==> src/sv/safc_pkg.sv <==
// Package for the SSI angle frame checker with multi-turn unwrap.
// Holds frame layout constants, status codes and the CRC-6 function.
// No dependencies.
`default_nettype none

package safc_pkg;

  localparam int unsigned CountBitsDef = 32;
  localparam int unsigned TurnBitsDef  = 32;

  localparam int unsigned FrameW  = 24;
  localparam int unsigned AngleW  = 14;
  localparam int unsigned NibbleW = 4;
  localparam int unsigned CrcW    = 6;
  localparam int unsigned CrcDataW = FrameW - CrcW;
  localparam int unsigned RunErrW = 8;
  localparam int unsigned OutCntW = 32;
  localparam int unsigned OutTdataW = 128;

  localparam logic [CrcW-1:0]    CrcPoly   = 6'h03;
  localparam logic [RunErrW-1:0] RunErrMax = 8'hFF;
  localparam logic signed [AngleW:0] HalfCpr = 15'sd8192;

  typedef enum logic [1:0] {
    ST_OK        = 2'd0,
    ST_CRC       = 2'd1,
    ST_FIELD     = 2'd2,
    ST_OVERSPEED = 2'd3
  } status_e;

  // x^6+x+1, init 0, MSB first
  function automatic logic [CrcW-1:0] crc6(input logic [CrcDataW-1:0] bits);
    logic [CrcW-1:0] crc;
    logic            fb;
    crc = '0;
    for (int k = CrcDataW - 1; k >= 0; k--) begin
      fb  = bits[k] ^ crc[CrcW-1];
      crc = {crc[CrcW-2:0], 1'b0};
      if (fb) begin
        crc = crc ^ CrcPoly;
      end
    end
    return crc;
  endfunction

endpackage

`default_nettype wire

==> src/sv/ssi_angle_frame_checker_unwrap.sv <==
// SSI angle frame checker: one request in, one result out per frame.
// Throughput 1 frame per cycle while m_axis_tready_i does not stall the output.
// Input register stage, then check/unwrap logic feeding the state/result registers.
// The state registers themselves are the result register and hold while stalled.
// Asynchronous active-low reset clears all state, counters and valid flags.
// Depends on safc_pkg.
`default_nettype none

module ssi_angle_frame_checker_unwrap
  import safc_pkg::*;
#(
  parameter int unsigned COUNT_BITS = CountBitsDef,
  parameter int unsigned TURN_BITS  = TurnBitsDef
) (
  input  wire logic                 clk_i,
  input  wire logic                 rst_ni,
  input  wire logic                 s_axis_tvalid_i,
  output logic                      s_axis_tready_o,
  input  wire logic [FrameW-1:0]    s_axis_tdata_i,  // frame[23:0]
  input  wire logic                 s_axis_tuser_i,  // mode
  output logic                      m_axis_tvalid_o,
  input  wire logic                 m_axis_tready_i,
  // angle[13:0], turns[45:14], field_status[49:46], consecutive_errors[57:50],
  // crc_error_count[89:58], field_error_count[121:90], zero[127:122]
  output logic [OutTdataW-1:0]      m_axis_tdata_o,
  output logic [1:0]                m_axis_tuser_o,  // status
  input  wire logic                 cfg_valid_i,
  output logic                      cfg_ready_o,
  input  wire logic                 cfg_data_i       // invert_direction
);

  logic                  invert_q;
  logic                  in_vld_q;
  logic                  in_mode_q;
  logic [FrameW-1:0]     in_frame_q;
  logic                  out_vld_q;
  logic                  advance;

  logic [AngleW-1:0]     last_angle_q, last_angle_d;
  logic [TURN_BITS-1:0]  turns_q, turns_d;
  logic [NibbleW-1:0]    nibble_q, nibble_d;
  logic [RunErrW-1:0]    run_err_q, run_err_d;
  logic [COUNT_BITS-1:0] crc_cnt_q, crc_cnt_d;
  logic [COUNT_BITS-1:0] fld_cnt_q, fld_cnt_d;
  status_e               status_q, status_d;

  logic [AngleW-1:0]     raw_angle;
  logic [AngleW-1:0]     angle_m;
  logic [NibbleW-1:0]    mg;
  logic                  crc_ok;
  logic signed [AngleW:0] delta;
  logic [RunErrW-1:0]    run_err_inc;
  logic signed [OutCntW-1:0] turns_ext;

  assign cfg_ready_o     = 1'b1;
  assign advance         = in_vld_q && (!out_vld_q || m_axis_tready_i);
  assign s_axis_tready_o = !in_vld_q || advance;

  always_ff @(posedge clk_i or negedge rst_ni) begin
    if (!rst_ni) begin
      invert_q <= 1'b0;
    end else if (cfg_valid_i) begin
      invert_q <= cfg_data_i;
    end
  end

  always_ff @(posedge clk_i or negedge rst_ni) begin
    if (!rst_ni) begin
      in_vld_q  <= 1'b0;
      out_vld_q <= 1'b0;
    end else begin
      if (s_axis_tready_o) begin
        in_vld_q <= s_axis_tvalid_i;
      end
      if (advance) begin
        out_vld_q <= 1'b1;
      end else if (m_axis_tready_i) begin
        out_vld_q <= 1'b0;
      end
    end
  end

  always_ff @(posedge clk_i) begin
    if (s_axis_tvalid_i && s_axis_tready_o) begin
      in_mode_q  <= s_axis_tuser_i;
      in_frame_q <= s_axis_tdata_i;
    end
  end

  // frame check
  assign raw_angle = in_frame_q[FrameW-1 -: AngleW];
  assign mg        = in_frame_q[CrcW +: NibbleW];
  assign crc_ok    = (crc6(in_frame_q[FrameW-1 -: CrcDataW]) == in_frame_q[CrcW-1:0]);
  assign angle_m   = invert_q ? (AngleW'(0) - raw_angle) : raw_angle;
  assign delta     = $signed({1'b0, angle_m}) - $signed({1'b0, last_angle_q});
  assign run_err_inc = (run_err_q == RunErrMax) ? run_err_q : run_err_q + 1'b1;

  always_comb begin
    priority if (!crc_ok) begin
      status_d = ST_CRC;
    end else if (mg[1:0] != 2'b00) begin
      status_d = ST_FIELD;
    end else if (mg[3]) begin
      status_d = ST_OVERSPEED;
    end else begin
      status_d = ST_OK;
    end
  end

  always_comb begin
    last_angle_d = last_angle_q;
    turns_d      = turns_q;
    nibble_d     = nibble_q;
    run_err_d    = run_err_q;
    crc_cnt_d    = crc_cnt_q;
    fld_cnt_d    = fld_cnt_q;
    if (in_mode_q) begin
      turns_d   = '0;
      run_err_d = '0;
      crc_cnt_d = '0;
      fld_cnt_d = '0;
      if (status_d == ST_OK || status_d == ST_OVERSPEED) begin
        last_angle_d = angle_m;
        nibble_d     = mg;
      end
    end else begin
      unique case (status_d)
        ST_CRC: begin
          crc_cnt_d = crc_cnt_q + 1'b1;
          run_err_d = run_err_inc;
        end
        ST_FIELD: begin
          nibble_d  = mg;
          fld_cnt_d = fld_cnt_q + 1'b1;
          run_err_d = run_err_inc;
        end
        default: begin
          nibble_d     = mg;
          last_angle_d = angle_m;
          run_err_d    = '0;
          if (delta > HalfCpr) begin
            turns_d = turns_q - 1'b1;
          end else if (delta < -HalfCpr) begin
            turns_d = turns_q + 1'b1;
          end
        end
      endcase
    end
  end

  always_ff @(posedge clk_i or negedge rst_ni) begin
    if (!rst_ni) begin
      last_angle_q <= '0;
      turns_q      <= '0;
      nibble_q     <= '0;
      run_err_q    <= '0;
      crc_cnt_q    <= '0;
      fld_cnt_q    <= '0;
      status_q     <= ST_OK;
    end else if (advance) begin
      last_angle_q <= last_angle_d;
      turns_q      <= turns_d;
      nibble_q     <= nibble_d;
      run_err_q    <= run_err_d;
      crc_cnt_q    <= crc_cnt_d;
      fld_cnt_q    <= fld_cnt_d;
      status_q     <= status_d;
    end
  end

  assign turns_ext       = OutCntW'(signed'(turns_q));
  assign m_axis_tvalid_o = out_vld_q;
  assign m_axis_tuser_o  = status_q;
  assign m_axis_tdata_o  = {
    6'd0,
    OutCntW'(fld_cnt_q),
    OutCntW'(crc_cnt_q),
    run_err_q,
    nibble_q,
    turns_ext,
    last_angle_q
  };

`ifndef NO_ASSERTIONS
  a_preload_clears: assert property (@(posedge clk_i) disable iff (!rst_ni)
    advance && in_mode_q |=> turns_q == '0 && run_err_q == '0 &&
                             crc_cnt_q == '0 && fld_cnt_q == '0)
    else $error("preload did not clear counters");

  a_good_clears_run: assert property (@(posedge clk_i) disable iff (!rst_ni)
    advance && !in_mode_q && (status_d == ST_OK || status_d == ST_OVERSPEED)
    |=> run_err_q == '0)
    else $error("valid frame did not clear run errors");

  a_bad_holds_angle: assert property (@(posedge clk_i) disable iff (!rst_ni)
    advance && !in_mode_q && (status_d == ST_CRC || status_d == ST_FIELD)
    |=> $stable(last_angle_q) && $stable(turns_q))
    else $error("angle moved on a bad frame");

  a_stall_holds: assert property (@(posedge clk_i) disable iff (!rst_ni)
    out_vld_q && !m_axis_tready_i |=> $stable(m_axis_tdata_o) && $stable(status_q))
    else $error("result changed while stalled");

  a_pending_valid: assert property (@(posedge clk_i) disable iff (!rst_ni)
    advance |=> out_vld_q)
    else $error("advanced item lost");
`endif

endmodule

`default_nettype wire
==> config.mk <==
export PLATFORM = sky130hd
export DESIGN_NAME = ssi_angle_frame_checker_unwrap
export DESIGN_NICKNAME = d
export VERILOG_FILES = /design/src/sv/safc_pkg.sv /design/src/sv/ssi_angle_frame_checker_unwrap.sv
export SDC_FILE = /design/constraint.sdc
export NUM_CORES = 1
export LEC_CHECK = 0
export ABC_AREA = 1
export ABC_CLOCK_PERIOD_IN_PS = 8790
export BUFFER_PORTS_ARGS = -buffer_cell sky130_fd_sc_hd__buf_2
export CAP_MARGIN = 5
export CORE_ASPECT_RATIO = 0.8
export CORE_MARGIN = 10
export CORE_UTILIZATION = 62
export CTS_CLUSTER_SIZE = 10
export DETAILED_ROUTE_END_ITERATION = 6
export PLACE_DENSITY = 0.95
export REMOVE_ABC_BUFFERS = 1
export SLEW_MARGIN = 25
export SYNTH_ARGS = -nofsm -noshare
export SYNTH_HDL_FRONTEND = slang
export SYNTH_SLANG_ARGS = --single-unit
==> constraint.sdc <==
create_clock -name clk_i -period 8.79 [get_ports clk_i]
set_input_delay 1.758 -clock clk_i [delete_from_list [all_inputs] [get_ports clk_i]]
set_output_delay 1.758 -clock clk_i [all_outputs]
set_load 0.01 [all_outputs]
[Word-level counts from Yosys, hierarchy flattened]
Index checks and enable logic that the tools add are counted.
Word-level totals
  output and inout port bits: 133
  register bits: 152
  word-level logic and storage cells: 125
Operators by class
  multiplexer cells: 41
  bitwise operators: 34
  equality and inequality tests: 9
  order comparisons: 2
  reductions and logical operators: 20
  add/subtract/negate cells: 7
Operators with widths (number)
  2-to-1 mux 32 bit: 8
  adder 32 x 1 -> 32 bit (second input constant): 3
  2-to-1 mux 14 bit: 4
  2-to-1 mux 2 bit: 21
  NOT 2 bit: 17
  subtractor 32 x 1 -> 32 bit (second input constant): 1
  2-to-1 mux 8 bit: 3
  greater-than comparator 15 bit (second input constant): 1
  < comparator 15 x 14 -> 1 bit (second input constant): 1
  subtractor 14 x 14 -> 15 bit: 1
  subtractor 1 x 14 -> 14 bit (first input constant): 1
  XOR 1 bit: 13
  2-to-1 mux 4 bit: 3
  AND reduction 3 bit: 3
  adder 8 x 1 -> 8 bit (second input constant): 1
  equality test 8 bit (second input constant): 1
  nonzero test 2 bit: 4
  equality test 6 bit: 1
  AND reduction 2 bit: 3
  equality test 2 bit (second input constant): 2
  != test 2 x 1 -> 1 bit (second input constant): 2
  XOR 1 bit (second input constant): 4
  logical OR 1 bit: 3
  != test 3 bit (second input constant): 1
  other kinds (8): 11

[Logic depth before layout (Yosys ltp)]
  word-level depth: 41
  mapped depth: 34
  gate-level depth less buffers: 34

[Least setup slack after synthesis]
No wires, ideal clock.
  path type: reg2reg
  from: reg in_frame_q[10]
  to: reg turns_q[30], in the netlist turns_ext[30]
  stages on the path, launching flop included: 30
  period minus slack after synthesis: 5.020 ns
  slack: 3.770 ns
  path buffers: 0
  library setup time: 0.117 ns
  arrival: 4.903 ns
  cell sequence: edfxtp_1 > inv_1 > ha_1 > inv_1 > nor3_1 > inv_1 > nor3_1 > nor2_1 > xor2_1 > ha_1 > a21o_1 > nor2_1 > nand3_1 > nand2_1 > nand3_1 > nand2_1 > nand2_1 > nor2_2 > nand2_2 > inv_1 > ha_1 > a21oi_1 > o21ai_0 > a21boi_0 > o21ai_0 > nand4_1 > nand4_1 > or2_2 > nand3_1 > nand2_1
On the way
  elaborated cells between the ends (all ways): 20
  classes of those cells: add/sub: 2; order compare: 2; eq/ne: 4; mux: 7; bitwise: 2; reduce/logical: 3
RTL lines
  start: declaration: RTL line ssi_angle_frame_checker_unwrap.sv:35  | logic [FrameW-1:0] in_frame_q;
  start signal: assignment: RTL line ssi_angle_frame_checker_unwrap.sv:86  | in_frame_q <= s_axis_tdata_i;
  subtractor 1 x 14 -> 14 bit (*): RTL line ssi_angle_frame_checker_unwrap.sv:94  | assign angle_m = invert_q ? (AngleW'(0) - raw_angle) : raw_angle;
  2-to-1 mux 14 bit (*): RTL line ssi_angle_frame_checker_unwrap.sv:94
  named net angle_m[8]: RTL line ssi_angle_frame_checker_unwrap.sv:48  | logic [AngleW-1:0] angle_m;
  subtractor 14 x 14 -> 15 bit (*): RTL line ssi_angle_frame_checker_unwrap.sv:95  | assign delta = $signed({1'b0, angle_m}) - $signed({1'b0, last_angle_q});
  greater-than comparator 15 bit: RTL line ssi_angle_frame_checker_unwrap.sv:141  | if (delta > HalfCpr) begin
  2-to-1 mux 32 bit: RTL line ssi_angle_frame_checker_unwrap.sv:141
  2-to-1 mux 32 bit: RTL line ssi_angle_frame_checker_unwrap.sv:127  | unique case (status_d)
  2-to-1 mux 32 bit: RTL line ssi_angle_frame_checker_unwrap.sv:117  | if (in_mode_q) begin
  end signal: assignment: RTL line ssi_angle_frame_checker_unwrap.sv:162  | turns_q <= turns_d;
  end: declaration: RTL line ssi_angle_frame_checker_unwrap.sv:40  | logic [TURN_BITS-1:0] turns_q, turns_d;
Mark *: on every way through the listed nets, which the timed path passes. The rest lies on a longest branch. The select of a mux whose other input is x is not followed.
A chain may end at the register's enable or synchronous reset.

[Final worst setup path]
  from: reg in_frame_q[10]
  to: reg turns_q[21], in the netlist turns_ext[21]
Same word-level chain as after synthesis.

==> summary.md <==
| Metric | Value |
|---|---|
| Slowest-stage cell, CP | `inv_2` |
| Post-Route WL | `28300 um` |
| EDFF count, synth | `25` |
| Pre-antenna DRT Iters | `7` |
| Final global-route overflow total | `0` |
| TritonCTS clock tree | `done` |
| DRC | `7` |
| Worst Path Arrival | `between 6 and 7 ns` |
| Failing checks | `DRC` |
| Sequential share of the synthesized area | `0.387` |
| Crit path launch type | `register` |
| Die height | `134 um` |
| Setup CP Type | `register to register` |
| Most common cell on crit path | `nand2_1` |
| Post_cts resized | `0` |
| Period utilisation layout | `0.666` |
| M2 GR Usage | `0.394` |
| Post-CTS Setup Inserts | `0` |
| Post-Synthesis Cell Area | `between 10000 and 15000 sq um` |
| Port Buffers | `between 150 and 200` |
| VDD IR max | `0.000196 V` |
| DR vias/cell | `approximately 5.7` |
| Rel. slew slack | `0.314` |
| Fmax | `approximately 170 MHz` |
| Setup TNS | `0 ns` |
| Inserted Clock Buffers | `17` |
| CTS Hold Bufs | `0` |
| # rows | `a little over 40` |
| CTS sink cnt | `between 150 and 200` |
| Req. time, crit path | `9.11 ns` |
| Worst-Skew Late Latency | `0.42 ns` |
| Starting density of the core | `0.638` |
| Top post-synthesis cells by count | `nand2_1, inv_1, dfrtp_1, nor2_1, a21oi_1` |
| Slew Viols, Final | `0` |
| Status | `finished, violations left` |
| Wire per inst | `about 16 um` |
| Lkg Pwr | `approximately 0.0060 uW` |
| M3 GR Usage | `0.0563` |
| Vias in the first global route | `9314` |
| Fin area | `11700 sq um` |
| Most frequent cell after synthesis | `nand2_1` |
| Skew final | `0.0107 ns` |
| Layout cell share with drive strength beyond 1 | `0.151` |
| Core ar. | `15900 sq um` |
| Placer Congestion | `roughly 0.97` |
| Ranking of synthesized cells by area | `dfrtp_1, nand2_1, edfxtp_1` |
| Final ANT Viol Nets | `0` |
| Critical Path End Type | `register` |
| GR Layer Usage met1 | `0.338` |
| Unrepaired setup endpoints after global routing | `no` |
| Worst hold path type | `register to register` |
| Fin nets | `1600` |
| Multi-input logic area | `between 5000 and 6000 sq um` |
| Num ports | `164` |
| Area growth syn-to-layout | `15.7%` |
| Worst-path clk slew | `0.06 ns` |
| Primary FF master, synth | `dfrtp_1` |
| Syn avg cell area | `7.50 sq um` |
| Post-Syn Instances | `1352` |
| Hold Fails Final Rpt | `0` |
| Pwr Total | `between 3000 and 4000 uW` |
| Post-synth top area share | `0.313` |
| Worst Tran Pin Value | `between 1 and 1.5 ns` |
| Gr usage total | `0.253` |
| Clock buffer depth | `2` |
| Seq cells post-synth | `between 150 and 200` |
| Pwr/cell area | `between 200 and 300 nW/um^2` |
| Max_cap viols | `0` |
| Fill cell count | `1215` |
| First DRT Iteration DRCs | `~1100` |
| Largest net degree at the start of global routing | `73` |
| Die Span X | `between 150 and 200 um` |
| Max incr delay on CP | `approximately 0.45 ns` |
| DR vias | `between 9000 and 10000` |
| Most Crowded Layer GR | `met2` |
| Initial antenna violation count | `0` |
| Post-placement setup slack | `roughly 2.8 ns` |
| Setup-failing EPs final | `0` |
| Root Driver | `clkbuf_16` |
| Yosys cell types | `50` |
| Final setup margin | `2.94 ns` |
| Cell taking the most area after synthesis | `dfrtp_1` |
| Synth warn | `0` |
| DP Wirelength | `roughly 21000 um` |
| Area after DPL | `roughly 11000 sq um` |
| Sequential cell area | `3930 sq um` |
| N_diodes | `0` |
| Async set-reset flop share out of synthesis | `0.836` |
| CTS H-tree lvls | `4` |
| Crit path max fanout | `30` |
| First-pass GRT wire length | `approximately 46000 um` |
| Min Tclk post-route | `~6 ns` |
| Die ar. | `21900 sq um` |
==> path summary, 6_finish.rpt <==
path | to | slack, ns | depth (start not counted) | from
min | fld_cnt_q[31]$_DFFE_PN0P_ | 0.47 | 1 | fld_cnt_q[31]$_DFFE_PN0P_
min in group asynchronous | crc_cnt_q[13]$_DFFE_PN0P_ | 1.38 | 1 | rst_ni
max reg2reg | turns_ext[21]$_DFFE_PN0P_ | 2.94 | 29 | in_frame_q[10]$_DFFE_PP_
max | turns_ext[21]$_DFFE_PN0P_ | 2.94 | 29 | in_frame_q[10]$_DFFE_PP_
min reg2reg | fld_cnt_q[31]$_DFFE_PN0P_ | 0.47 | 1 | fld_cnt_q[31]$_DFFE_PN0P_
max in group asynchronous | last_angle_q[13]$_DFFE_PN0P_ | 6.00 | 2 | rst_ni
==> power by group <==
group / internal, uW / total, uW / switching, uW
clock: 471 / 768 / 297
sequential: 825 / 921 / 95.9
combinational: 496 / 1400 / 901
total: 1790 / 3090 / 1290
==> metal layers <==
| layer | up-vias | routed length [um] |
|---|---|---|
| li1 | 4772 | - |
| met5 | - | 0 |
| met1 | 4508 | 12300 |
| met3 | 45 | 2690 |
| met4 | 0 | 677 |
| met2 | 521 | 12500 |
==> cell type report <==
class,count,share of cell area
Timing Repair Buffer,160,0.0693
Inverter,197,0.0630
Sequential cell,152,0.335
Multi-Input combinational cell,986,0.457
Clock inverter,10,0.0121
Tap cell,215,0.0229
Clock buffer,22,0.0404
==> metrics by stage <==
| step | util | hold WS, ns | std cells |
|---|---|---|---|
| finish | 0.738 | 0.471 | 1742 |
| global route | 0.738 | 0.499 | 1742 |
| CTS | 0.738 | 0.471 | 1742 |
| detailed placement | 0.699 | 0.461 | 1710 |
| global placement | 0.699 | 0.458 | 1710 |
| floorplan | - | 0.502 | 1335 |
==> worst max-delay path: cells and delay by family (launching register included) <==
family / cells / cell delay (ns)
AOI/OAI and AO/OA: 6 / 1.64
and+or+nand+nor: 14 / 1.53
adders and majority gates: 3 / 0.94
buffers and inverters: 4 / 0.76
DFF: 1 / 0.40
xor gates and xnor gates: 2 / 0.40
==> cells by family (layout without fill, tap and decap cells) <==
family / count (synthesis) / after routing / synth area share
compound gates: 221 / 221 / 0.122
mux: 2 / 2 / 0.00222
xor+xnor: 70 / 70 / 0.0612
other cells: 2 / 7 / 0.000741
buf+inv: 219 / 389 / 0.0855
fa+ha+maj: 55 / 55 / 0.0693
simple gates: 631 / 631 / 0.272
flops: 152 / 152 / 0.387
==> state kept, by name (all words and copies together), names as in the netlist <==
signal,count
in_mode_q,1
turns_ext,32
fld_cnt_q,32
m_axis_tuser_o,2
m_axis_tvalid_o,1
invert_q,1
crc_cnt_q,32
last_angle_q,14
in_frame_q,24
run_err_q,8
nibble_q,4
in_vld_q,1
==> placed cells by master (no fill, tap or decap), drive strengths merged, types with 3 or more instances in the layout <==
master  instances
a21boi          3
a211oi          6
o21ai          83
xnor2          25
a31oi           3
buf           160
bufinv          3
xor2           45
nand4          28
or2             4
nor4           13
inv           196
nor3           46
a221oi          3
clkinv          6
o21a           10
nor2          113
edfxtp         25
a21oi         101
dfrtp         127
o31ai           3
ha             53
o21bai          3
clkbuf         22
conb            7
nand2         341
nand3b          6
nand3          76
(Power assumes the default switching activity.)
